$ cat config.mk
export PLATFORM = sky130hd
export DESIGN_NAME = avcc_to_annexb_converter_top_flat
export DESIGN_NICKNAME = d
export VERILOG_FILES = /design/src/avcc_pkg.sv /design/src/avcc_stream_if.sv /design/src/avcc_to_annexb_converter_top.sv /design/src/flat_wrapper.sv
export VERILOG_INCLUDE_DIRS = /design/src /design/src/src
export SDC_FILE = /design/constraint.sdc
export NUM_CORES = 2
export LEC_CHECK = 0
export BUFFER_PORTS_ARGS = -buffer_cell sky130_fd_sc_hd__buf_2
export CAP_MARGIN = 10
export CORE_MARGIN = 2
export CORE_UTILIZATION = 60
export CTS_CLUSTER_SIZE = 40
export DETAILED_ROUTE_END_ITERATION = 12
export PLACE_DENSITY = 0.76
export REMOVE_ABC_BUFFERS = 1
export SLEW_MARGIN = 10
export SYNTH_ARGS = -nofsm -noshare
export SYNTH_HDL_FRONTEND = slang
export SYNTH_SLANG_ARGS = --single-unit
$ cat constraint.sdc
create_clock -name clk_i -period 22.4 [get_ports clk_i]
set_clock_uncertainty 0.15 [all_clocks]
set_input_delay 1.12 -clock clk_i [delete_from_list [all_inputs] [get_ports clk_i]]
set_output_delay 1.12 -clock clk_i [all_outputs]
set_load 0.02 [all_outputs]
$ cat src/avcc_to_annexb_converter_top_defines.svh
// assertion macros for the avcc to annex-b converter
`ifndef AVCC_TO_ANNEXB_CONVERTER_TOP_DEFINES_SVH
`define AVCC_TO_ANNEXB_CONVERTER_TOP_DEFINES_SVH

// clocked assertion, off while reset is asserted
`define AVCC_ASSERT(lbl, prop, msg) \
  lbl: assert property (@(posedge clk_i) disable iff (!rst_ni) (prop)) else $error(msg);

// condition that must never hold
`define AVCC_ASSERT_NEVER(lbl, cond, msg) \
  `AVCC_ASSERT(lbl, !(cond), msg)

`endif

$ cat src/avcc_pkg.sv
// shared types and constants of the avcc to annex-b converter
package avcc_pkg;

  // parser phase
  typedef enum logic [3:0] {
    PH_IDLE      = 4'd0,
    PH_X_SKIP    = 4'd1,
    PH_X_LENSIZE = 4'd2,
    PH_X_SPSCNT  = 4'd3,
    PH_X_SIZEHI  = 4'd4,
    PH_X_SIZELO  = 4'd5,
    PH_X_UNIT    = 4'd6,
    PH_X_PPSCNT  = 4'd7,
    PH_X_DONE    = 4'd8,
    PH_P_LEN     = 4'd9,
    PH_P_FIRST   = 4'd10,
    PH_P_BODY    = 4'd11
  } phase_e;

  // output / prefix sequencer
  typedef enum logic [1:0] {
    SEQ_IDLE = 2'd0,
    SEQ_PFX  = 2'd1,
    SEQ_EMIT = 2'd2
  } seq_e;

  // result status codes
  localparam logic [1:0] ST_OK       = 2'd0;
  localparam logic [1:0] ST_BAD_PKT  = 2'd1;
  localparam logic [1:0] ST_BAD_XD   = 2'd2;
  localparam logic [1:0] ST_OVERFLOW = 2'd3;

  // command codes
  localparam logic CMD_EXTRA  = 1'b0;
  localparam logic CMD_PACKET = 1'b1;

  localparam logic [4:0] NAL_TYPE_IDR = 5'd5;
  localparam logic [2:0] START_LONG   = 3'd4;
  localparam logic [2:0] START_SHORT  = 3'd3;
  localparam logic [2:0] PREFIX_LEN   = 3'd4;

endpackage

$ cat src/avcc_stream_if.sv
// request and result channels of the avcc to annex-b converter
interface avcc_in_if #(parameter int SIZE_BITS = 24);
  logic                 valid;
  logic                 ready;
  logic                 command;
  logic [7:0]           data_byte;
  logic                 first;
  logic [SIZE_BITS-1:0] item_size;

  modport source (output valid, command, data_byte, first, item_size, input ready);
  modport sink (input valid, command, data_byte, first, item_size, output ready);
endinterface

interface avcc_out_if;
  logic        valid;
  logic        ready;
  logic [63:0] out_bytes;
  logic [3:0]  byte_count;
  logic [1:0]  status;
  logic        last;

  modport source (output valid, out_bytes, byte_count, status, last, input ready);
  modport sink (input valid, out_bytes, byte_count, status, last, output ready);
endinterface

$ cat src/avcc_to_annexb_converter_top.sv
// top level of the avcc to annex-b converter
//
// Converts length-prefixed h.264 to start-code form, one byte per input request.
// in_req_i: command (0 extradata, 1 packet), data_byte, first, item_size.
// out_res_o: up to OUT_LANE_BYTES bytes per result, first byte in bits 63..56,
// byte_count, status and last on the final result of an input request.
// Extradata units are kept behind a 00 00 00 01 prefix in a byte memory with one
// write and one read port; a fill count tracks the valid part, so reset needs no
// clearing pass.
// A request that gives no result leaves ready high. A request that gives output
// bytes is accepted, then sends one byte per cycle through the lane packer while
// the receiver does not stall; an error result carries no bytes. An idr first
// byte emits the stored set, a short or long start code and the byte
// itself. The unit size byte that opens a stored unit also has the sequencer
// write the prefix into the memory (one write port).
// Ready drops while a request is being worked off. A finished result sits in
// an output register, so the next request is taken while it waits; when the
// receiver stalls, the packer holds and ready stays low for bytes behind it.
// Reset clears all parser state, the fill count and the output valid flag.
module avcc_to_annexb_converter_top #(
  parameter int PARAM_STORE_BYTES = 256,
  parameter int SIZE_BITS         = 24,
  parameter int OUT_LANE_BYTES    = 8
) (
  input  logic           clk_i,
  input  logic           rst_ni,
  avcc_in_if.sink        in_req_i,
  avcc_out_if.source     out_res_o
);
  import avcc_pkg::*;

  localparam int AW = $clog2(PARAM_STORE_BYTES);
  localparam int PW = $clog2(PARAM_STORE_BYTES + 1);
  localparam int KW = $clog2(PARAM_STORE_BYTES + 6) + 1;
  localparam int LW = $clog2(OUT_LANE_BYTES + 1);
  localparam int IW = (OUT_LANE_BYTES > 1) ? $clog2(OUT_LANE_BYTES) : 1;

  // parser state
  phase_e               phase_q, phase_d;
  logic [PW-1:0]        plen_q, plen_d;
  logic [31:0]          acc_q, acc_d;
  logic [SIZE_BITS-1:0] pleft_q, pleft_d;
  logic [SIZE_BITS-1:0] nleft_q, nleft_d;
  logic                 first_nal_q, first_nal_d;
  logic [7:0]           units_q, units_d;
  logic                 pps_q, pps_d;
  logic                 drop_q, drop_d;

  // job handed from parser to sequencer
  logic                 job_go, job_pfx, job_has;
  logic [PW-1:0]        job_p, job_base;
  logic [2:0]           job_s;
  logic [1:0]           job_st;

  logic [PW-1:0]        jp_q, pbase_q;
  logic [2:0]           js_q;
  logic                 jh_q;
  logic [7:0]           jd_q;
  logic [1:0]           jst_q;
  logic [KW-1:0]        jn_q;

  // sequencer and packer
  seq_e                 seq_q, seq_d;
  logic [KW-1:0]        k_q, k_d;
  logic [LW-1:0]        lcnt_q, lcnt_d;
  logic [7:0]           lane_q [OUT_LANE_BYTES];
  logic [7:0]           lane_d [OUT_LANE_BYTES];
  logic                 go;
  logic                 seq_byte_last;
  logic [7:0]           seq_byte;
  logic [KW-1:0]        tail_idx;
  logic                 out_load;
  logic [63:0]          out_word;
  logic [3:0]           out_cnt;

  logic                 out_valid_q;
  logic [63:0]          out_bytes_q;
  logic [3:0]           out_cnt_q;
  logic [1:0]           out_st_q;
  logic                 out_last_q;

  // parameter store memory
  logic [7:0]           store_mem [PARAM_STORE_BYTES];
  logic [7:0]           mem_rd_q;
  logic                 uwe, pwe, we;
  logic [AW-1:0]        uwa, pwa, wa, rd_addr;
  logic [7:0]           pwd, wd;

  logic                 acc_in;
  logic                 cmd;
  logic [7:0]           b;

  assign in_req_i.ready = (seq_q == SEQ_IDLE);
  assign acc_in         = in_req_i.valid && in_req_i.ready;
  assign cmd            = in_req_i.command;
  assign b              = in_req_i.data_byte;

  // parser step for one accepted request
  always_comb begin
    logic       fin;
    logic       fail;
    logic [1:0] fail_st;
    phase_d     = phase_q;
    plen_d      = plen_q;
    acc_d       = acc_q;
    pleft_d     = pleft_q;
    nleft_d     = nleft_q;
    first_nal_d = first_nal_q;
    units_d     = units_q;
    pps_d       = pps_q;
    drop_d      = drop_q;
    job_go      = 1'b0;
    job_pfx     = 1'b0;
    job_has     = 1'b0;
    job_p       = '0;
    job_s       = '0;
    job_st      = ST_OK;
    job_base    = plen_q;
    uwe         = 1'b0;
    uwa         = plen_q[AW-1:0];
    fin         = 1'b0;
    fail        = 1'b0;
    fail_st     = ST_OK;
    if (acc_in) begin
      if (in_req_i.first) begin
        if (phase_q >= PH_X_SKIP && phase_q <= PH_X_PPSCNT) plen_d = '0;
        drop_d  = 1'b0;
        acc_d   = '0;
        units_d = '0;
        nleft_d = '0;
        pleft_d = in_req_i.item_size;
        if (cmd == CMD_PACKET) begin
          first_nal_d = 1'b1;
          phase_d     = PH_P_LEN;
        end else begin
          plen_d  = '0;
          pps_d   = 1'b0;
          phase_d = PH_X_SKIP;
        end
        if (pleft_d == '0) begin
          fail    = 1'b1;
          fail_st = (cmd == CMD_PACKET) ? ST_BAD_PKT : ST_BAD_XD;
          fin     = 1'b1;
        end
      end else if (phase_q == PH_IDLE || pleft_q == '0 ||
                   ((phase_q >= PH_P_LEN) != cmd)) begin
        fin = 1'b1;
      end
      if (!fin) begin
        pleft_d = pleft_d - 1'b1;
        if (drop_d) begin
          // swallow the rest of a failed item
          if (pleft_d == '0) begin
            drop_d  = 1'b0;
            phase_d = PH_IDLE;
          end
        end else if (cmd == CMD_PACKET) begin
          if (phase_d == PH_P_LEN) begin
            // nal length bytes
            if (units_d == '0) acc_d = {24'd0, b};
            else acc_d = {acc_d[23:0], b};
            units_d = units_d + 1'b1;
            if (units_d < 8'd4) begin
              if (pleft_d == '0) begin
                fail    = 1'b1;
                fail_st = ST_BAD_PKT;
              end
            end else begin
              units_d = '0;
              if (acc_d[31] || acc_d > 32'(pleft_d)) begin
                fail    = 1'b1;
                fail_st = ST_BAD_PKT;
              end else if (acc_d == '0) begin
                job_go      = 1'b1;
                job_s       = first_nal_d ? START_LONG : START_SHORT;
                first_nal_d = 1'b0;
                if (pleft_d == '0) phase_d = PH_IDLE;
              end else begin
                nleft_d = acc_d[SIZE_BITS-1:0];
                phase_d = PH_P_FIRST;
              end
            end
          end else begin
            // nal body byte, start code (and for an idr nal the stored sets) ahead of the first one
            job_go  = 1'b1;
            job_has = 1'b1;
            if (phase_d == PH_P_FIRST) begin
              if (b[4:0] == NAL_TYPE_IDR) job_p = plen_d;
              job_s       = first_nal_d ? START_LONG : START_SHORT;
              first_nal_d = 1'b0;
            end
            nleft_d = nleft_d - 1'b1;
            phase_d = PH_P_BODY;
            if (nleft_d == '0) begin
              phase_d = PH_P_LEN;
              units_d = '0;
            end
            if (pleft_d == '0) phase_d = PH_IDLE;
          end
        end else begin
          unique case (phase_d)
            PH_X_SKIP: begin
              acc_d = acc_d + 32'd1;
              if (acc_d >= 32'd4) phase_d = PH_X_LENSIZE;
            end
            PH_X_LENSIZE: phase_d = PH_X_SPSCNT;
            PH_X_SPSCNT: begin
              pps_d   = 1'b0;
              units_d = {3'd0, b[4:0]};
              phase_d = (units_d != '0) ? PH_X_SIZEHI : PH_X_PPSCNT;
            end
            PH_X_PPSCNT: begin
              pps_d   = 1'b1;
              units_d = b;
              phase_d = (units_d != '0) ? PH_X_SIZEHI : PH_X_DONE;
            end
            PH_X_SIZEHI: begin
              acc_d   = {24'd0, b};
              phase_d = PH_X_SIZELO;
            end
            PH_X_SIZELO: begin
              acc_d = {16'd0, acc_d[7:0], b};
              if (acc_d > 32'(pleft_d)) begin
                fail    = 1'b1;
                fail_st = ST_BAD_XD;
              end else if (32'(plen_d) + 32'(PREFIX_LEN) + acc_d >
                           32'(PARAM_STORE_BYTES)) begin
                fail    = 1'b1;
                fail_st = ST_OVERFLOW;
              end else begin
                // prefix is written by the sequencer in SEQ_PFX
                job_go   = 1'b1;
                job_pfx  = 1'b1;
                job_base = plen_d;
                plen_d   = plen_d + PW'(PREFIX_LEN);
                nleft_d  = acc_d[SIZE_BITS-1:0];
                if (nleft_d == '0) begin
                  units_d = units_d - 1'b1;
                  if (units_d == '0) phase_d = pps_d ? PH_X_DONE : PH_X_PPSCNT;
                  else phase_d = PH_X_SIZEHI;
                end else begin
                  phase_d = PH_X_UNIT;
                end
              end
            end
            PH_X_UNIT: begin
              uwe    = (plen_d < PW'(PARAM_STORE_BYTES));
              uwa    = plen_d[AW-1:0];
              plen_d = plen_d + 1'b1;
              nleft_d = nleft_d - 1'b1;
              if (nleft_d == '0) begin
                units_d = units_d - 1'b1;
                if (units_d == '0) phase_d = pps_d ? PH_X_DONE : PH_X_PPSCNT;
                else phase_d = PH_X_SIZEHI;
              end
            end
            default: ;
          endcase
          // blob end must fall after the last unit
          if (!fail && pleft_d == '0) begin
            if (phase_d != PH_X_DONE) begin
              fail    = 1'b1;
              fail_st = ST_BAD_XD;
            end else begin
              phase_d = PH_IDLE;
            end
          end
        end
      end
      // error result, rest of the item dropped
      if (fail) begin
        job_go  = 1'b1;
        job_pfx = 1'b0;
        job_has = 1'b0;
        job_p   = '0;
        job_s   = '0;
        job_st  = fail_st;
        if (fail_st != ST_BAD_PKT) plen_d = '0;
        if (pleft_d != '0) drop_d = 1'b1;
        else phase_d = PH_IDLE;
      end
    end
  end

  // sequencer next state
  always_comb begin
    seq_d = seq_q;
    unique case (seq_q)
      SEQ_IDLE: if (job_go) seq_d = job_pfx ? SEQ_PFX : SEQ_EMIT;
      SEQ_PFX:  if (k_q == KW'(PREFIX_LEN - 1)) seq_d = SEQ_IDLE;
      SEQ_EMIT: if (go && (jn_q == '0 || seq_byte_last)) seq_d = SEQ_IDLE;
      default:  seq_d = SEQ_IDLE;
    endcase
  end

  // byte source of the current result job
  assign go            = !out_valid_q || out_res_o.ready;
  assign seq_byte_last = (k_q == jn_q - 1'b1);
  assign tail_idx      = k_q - KW'(jp_q);
  always_comb begin
    if (k_q < KW'(jp_q)) seq_byte = mem_rd_q;
    else if (tail_idx < KW'(js_q)) seq_byte = (tail_idx == KW'(js_q) - 1'b1) ? 8'd1 : 8'd0;
    else seq_byte = jd_q;
  end

  // sequencer datapath: prefix writes, lane packing
  always_comb begin
    k_d      = k_q;
    lcnt_d   = lcnt_q;
    lane_d   = lane_q;
    pwe      = 1'b0;
    pwa      = AW'(pbase_q + PW'(k_q));
    pwd      = (k_q == KW'(PREFIX_LEN - 1)) ? 8'd1 : 8'd0;
    out_load = 1'b0;
    out_word = '0;
    out_cnt  = '0;
    unique case (seq_q)
      SEQ_IDLE: k_d = '0;
      SEQ_PFX: begin
        pwe = 1'b1;
        k_d = k_q + 1'b1;
      end
      SEQ_EMIT: begin
        if (go) begin
          if (jn_q == '0) begin
            out_load = 1'b1;
          end else begin
            lane_d[lcnt_q[IW-1:0]] = seq_byte;
            k_d = k_q + 1'b1;
            if (lcnt_q == LW'(OUT_LANE_BYTES - 1) || seq_byte_last) begin
              out_load = 1'b1;
              out_cnt  = 4'(lcnt_q) + 4'd1;
              for (int i = 0; i < OUT_LANE_BYTES; i++) begin
                if (LW'(i) <= lcnt_q) out_word[63 - 8*i -: 8] = lane_d[i];
              end
              lcnt_d = '0;
            end else begin
              lcnt_d = lcnt_q + 1'b1;
            end
          end
        end
      end
      default: ;
    endcase
  end

  // memory port: one write, one registered read
  assign we      = uwe || pwe;
  assign wa      = uwe ? uwa : pwa;
  assign wd      = uwe ? b : pwd;
  assign rd_addr = k_d[AW-1:0];

  always_ff @(posedge clk_i) begin
    if (we) store_mem[wa] <= wd;
    mem_rd_q <= store_mem[rd_addr];
  end

  // control registers
  always_ff @(posedge clk_i or negedge rst_ni) begin
    if (!rst_ni) begin
      phase_q     <= PH_IDLE;
      plen_q      <= '0;
      acc_q       <= '0;
      pleft_q     <= '0;
      nleft_q     <= '0;
      first_nal_q <= 1'b1;
      units_q     <= '0;
      pps_q       <= 1'b0;
      drop_q      <= 1'b0;
      seq_q       <= SEQ_IDLE;
      k_q         <= '0;
      lcnt_q      <= '0;
      out_valid_q <= 1'b0;
    end else begin
      phase_q     <= phase_d;
      plen_q      <= plen_d;
      acc_q       <= acc_d;
      pleft_q     <= pleft_d;
      nleft_q     <= nleft_d;
      first_nal_q <= first_nal_d;
      units_q     <= units_d;
      pps_q       <= pps_d;
      drop_q      <= drop_d;
      seq_q       <= seq_d;
      k_q         <= k_d;
      lcnt_q      <= lcnt_d;
      if (out_load) out_valid_q <= 1'b1;
      else if (out_res_o.ready) out_valid_q <= 1'b0;
    end
  end

  // job and result payload
  always_ff @(posedge clk_i) begin
    lane_q <= lane_d;
    if (seq_q == SEQ_IDLE && job_go) begin
      jp_q    <= job_p;
      js_q    <= job_s;
      jh_q    <= job_has;
      jd_q    <= b;
      jst_q   <= job_st;
      pbase_q <= job_base;
      jn_q    <= KW'(job_p) + KW'(job_s) + KW'(job_has);
    end
    if (out_load) begin
      out_bytes_q <= out_word;
      out_cnt_q   <= out_cnt;
      out_st_q    <= jst_q;
      out_last_q  <= (jn_q == '0) || seq_byte_last;
    end
  end

  assign out_res_o.valid      = out_valid_q;
  assign out_res_o.out_bytes  = out_bytes_q;
  assign out_res_o.byte_count = out_cnt_q;
  assign out_res_o.status     = out_st_q;
  assign out_res_o.last       = out_last_q;

`include "avcc_to_annexb_converter_top_defines.svh"

  `AVCC_ASSERT(a_store_fill, plen_q <= PW'(PARAM_STORE_BYTES), "store fill count overran")
  `AVCC_ASSERT_NEVER(a_write_in_emit, we && seq_q == SEQ_EMIT, "store write while emitting")
  `AVCC_ASSERT(a_lane_fill, lcnt_q < LW'(OUT_LANE_BYTES), "lane fill out of range")
  `AVCC_ASSERT(a_count_range, out_valid_q |-> out_cnt_q <= 4'(OUT_LANE_BYTES), "byte count too large")
  `AVCC_ASSERT_NEVER(a_jh_job, seq_q == SEQ_EMIT && jh_q && jn_q == '0, "data job with no bytes")

endmodule
$ cat src/flat_wrapper.sv
// flat-port wrapper written by rule: the top's interface ports become plain ports
module avcc_to_annexb_converter_top_flat import avcc_pkg::*;
#(
  parameter int PARAM_STORE_BYTES = 256,
  parameter int SIZE_BITS         = 24,
  parameter int OUT_LANE_BYTES    = 8
)
  (clk_i, rst_ni, in_req_i_valid, in_req_i_command, in_req_i_data_byte, in_req_i_first, in_req_i_item_size, in_req_i_ready, out_res_o_valid, out_res_o_out_bytes, out_res_o_byte_count, out_res_o_status, out_res_o_last, out_res_o_ready);
  avcc_in_if #(.SIZE_BITS(SIZE_BITS)) in_req_i_i ();
  avcc_out_if out_res_o_i ();
  input  logic clk_i;
  input  logic rst_ni;
  input wire logic [$bits(in_req_i_i.valid)-1:0] in_req_i_valid;
  input wire logic [$bits(in_req_i_i.command)-1:0] in_req_i_command;
  input wire logic [$bits(in_req_i_i.data_byte)-1:0] in_req_i_data_byte;
  input wire logic [$bits(in_req_i_i.first)-1:0] in_req_i_first;
  input wire logic [$bits(in_req_i_i.item_size)-1:0] in_req_i_item_size;
  output wire logic [$bits(in_req_i_i.ready)-1:0] in_req_i_ready;
  output wire logic [$bits(out_res_o_i.valid)-1:0] out_res_o_valid;
  output wire logic [$bits(out_res_o_i.out_bytes)-1:0] out_res_o_out_bytes;
  output wire logic [$bits(out_res_o_i.byte_count)-1:0] out_res_o_byte_count;
  output wire logic [$bits(out_res_o_i.status)-1:0] out_res_o_status;
  output wire logic [$bits(out_res_o_i.last)-1:0] out_res_o_last;
  input wire logic [$bits(out_res_o_i.ready)-1:0] out_res_o_ready;
  assign in_req_i_i.valid = in_req_i_valid;
  assign in_req_i_i.command = in_req_i_command;
  assign in_req_i_i.data_byte = in_req_i_data_byte;
  assign in_req_i_i.first = in_req_i_first;
  assign in_req_i_i.item_size = in_req_i_item_size;
  assign in_req_i_ready = in_req_i_i.ready;
  assign out_res_o_valid = out_res_o_i.valid;
  assign out_res_o_out_bytes = out_res_o_i.out_bytes;
  assign out_res_o_byte_count = out_res_o_i.byte_count;
  assign out_res_o_status = out_res_o_i.status;
  assign out_res_o_last = out_res_o_i.last;
  assign out_res_o_i.ready = out_res_o_ready;
  avcc_to_annexb_converter_top #(.PARAM_STORE_BYTES(PARAM_STORE_BYTES), .SIZE_BITS(SIZE_BITS), .OUT_LANE_BYTES(OUT_LANE_BYTES)) u_core (.clk_i(clk_i), .rst_ni(rst_ni), .in_req_i(in_req_i_i), .out_res_o(out_res_o_i));
endmodule
==> metrics.cfg <==
[die]
pin_count=111
die-area_um2=177200
rows=153
fp.dieW_um=421.0
fp.dieH_um=421.0
start_util=0.6021
core_area_um2=173200

[clock_tree]
h-tree-depth=4
ctsHoldBuffers=0
clk_latency_ps=880
clk_path_buf_depth=3
cts_inserted_buffers=224
clkTransAtPathRegs_ps=60
cts_setup_buffers=0
cts_sinks=2351
cts_tree=yes
cts_resized=0
cts_root_buffer=clkbuf_16

[sta]
setup_viol=0
drv_slew=0
tightest_slew_ps=1255
hold_violations=0
max_freq_mhz=124.2
min_period_ps=8054
rsz0062_at_grt=false
final.setup.tns_ps=0
fin_crit_sh=0.3595
relSlewSlack=0.1602

[finish]
drive_gt1_frac=0.07100
final_common_cell=edfxtp_1
layout_common_cells=2222 x edfxtp_1, 2066 x nand2_1, 838 x nand3_1
area_growth_pct=8.988
fin_util=0.6562
final_nets=8874
nFillCells=12390

[setup_path]
reg2reg_to=u_core.mem_rd_q[6]
crit_type=input pin to register
path_buf_inv=3
crit_path_top_delay_cell=buf_4
critPathLaunchType=input pin
critPathMaxFanout=61
r2r_setup_slack_ps=14420
required_ps=22840
crit_path_end_kind=register
regToRegStartpoint=u_core.jn_q[0]
worstPathArrival_ps=8500
cpPeakStageDelay_ps=640
r2r_cells=18
critical-path-top-delay-family=compound AO/OA/AOI/OAI gates

[global_route]
grt_pass1_wl_um=441000
overflow=0
grt_pass1_vias=70740
track_usage=0.3246
grt_max_degree=219
antenna_found_initial=10

[route]
routedWlPerCell_um=26.26
via_per_inst=6.705
vias=75510
first_pass_iters=7
antenna_left=0
drt-initial-drc-count=11460
drc=0
totalWireLength_um=295800

[logic_synthesis]
ys_seq_area_frac=0.6702
yosys_warnings=0
synth_area_per_cell_um2=11.65
muxShareOfSynthArea=0.004954
synth-simple-area-share=0.1797
synth_area_leaders=edfxtp_1 64%, nand2_1 7.5%, nand3_1 4.0%
yosys.cell_types.count=100
syn_inst=8950
ys_ff_latch=2351
synth_top_family_by_area=simple AND/OR/NAND/NOR gates
ys.flop_type=edfxtp_1
synth_edf_count=2222
ys_async_sr_fraction=0.05147
synth_top_area_share=0.6397
synth_xor_xnor_area_share=0.009992
synthAdderAreaFrac=0.01068
yosys.area.top_type=edfxtp_1
netlist_area_um2=104300
synth_compound_area_frac=0.09737

[place]
port_buffers=110
hpwl_um=172600
gp_congestion=0.9610

[power_and_ir_drop]
power.density_nw_per_um2=75.34
ir_drop_mv=0.08230
p_leak_nw=37.23

[job]
cap_viol_max_count=0

[outcome]
status=finished clean

[worst_hold_path]
hold_class=input pin to async pin

## synth_stat cells, types with 49 or more instances
master / n
edfxtp_1: 2222
nand2_1: 2082
nand3_1: 838
nor2_1: 541
clkbuf_1: 516
a311oi_1: 341
and3_1: 230
a21oi_1: 198
o21ai_0: 166
a211oi_1: 154
a31oi_1: 131
dfrtp_1: 120
buf_1: 113
nor3_1: 110
nor2b_1: 97
ha_1: 81
xnor2_1: 71
inv_1: 66
o22ai_1: 58
nor4_1: 49
## worst max path at each step
stage | end | start | cells after the start | slack [ps]
after floorplan | u_core.mem_rd_q[0] | out_res_o_ready | 10 | -63750
after global placement | u_core.jn_q[8] | in_req_i_first | 27 | 13590
after detailed placement | u_core.jn_q[8] | in_req_i_first | 27 | 13560
after CTS | u_core.jn_q[8] | in_req_i_first | 27 | 14490
after global routing | u_core.jn_q[8] | in_req_i_first | 27 | 13720
final | u_core.jn_q[8] | in_req_i_first | 27 | 14350
## report_power, final
| part | leakage [nW] | internal (mW) | switching, mW |
|---|---|---|---|
| logic | 16.7 | 0.0330 | 0.0762 |
| clock network | 3.47 | 2.06 | 1.66 |
| registers | 17.1 | 4.74 | 0.0000000000754 |
| total | 37.2 | 6.83 | 1.73 |
## layout make-up
| type | instances | area, µm² | area share |
|---|---|---|---|
| Tap cell | 2325 | 2909 | 0.02559 |
| Clock inverter | 124 | 1353 | 0.01190 |
| Clock buffer | 282 | 5843 | 0.05140 |
| Multi-Input combinational cell | 5868 | 31740 | 0.2792 |
| Antenna cell | 7 | 17.52 | 0.0001541 |
| Sequential cell | 2351 | 69910 | 0.6150 |
| Inverter | 74 | 305.3 | 0.002685 |
| Timing Repair Buffer | 231 | 1605 | 0.01412 |
## per-stage QoR
stage          area (µm²)  cells  hold WS, ps  setup WS [ps]  power, mW
6_report           113700  11260        159.0          14350      8.565
5_1_grt            113700  11260        201.9          13720      8.750
4_1_cts            113700  11260        158.6          14490      8.578
3_5_place_dp       106500  10850        346.9          13560      4.934
3_3_place_gp       106500  10850        331.9          13590      4.933
2_1_floorplan      101800   8293        250.3         -63750      4.886
## per-layer routing
layer	track usage	wire length, µm	up-vias
met5	0	157	-
met4	0.1441	13980	20
li1	-	-	32890
met2	0.4862	132700	5049
met1	0.4579	112800	36720
met3	0.07406	36080	835
## logic make-up after synthesis
kind of cell / count (synthesis)
simple gates: 4201
flops: 2351
compound gates: 1412
buf+inv: 731
xor+xnor: 119
fa+ha+maj: 86
mux: 50
## state kept, by name, summed over array words and instances, names as in the netlist, 2 cells and up
name and cells:
u_core.lane_q 64, u_core.k_q 10, u_core.plen_q 9, u_core.mem_rd_q 8
u_core.out_res_o.byte_count 4, u_core.jp_q 9, u_core.seq_q 2, u_core.phase_q 4
u_core.out_res_o.out_bytes 64, u_core.out_res_o.status 2, u_core.lcnt_q 4, u_core.pbase_q 8
u_core.jn_q 10, u_core.acc_q 32, u_core.pleft_q 24, u_core.nleft_q 24
u_core.jd_q 8, u_core.jst_q 2, u_core.js_q 2, u_core.units_q 8
u_core.store_mem 2048
(Power assumes the default switching activity.)
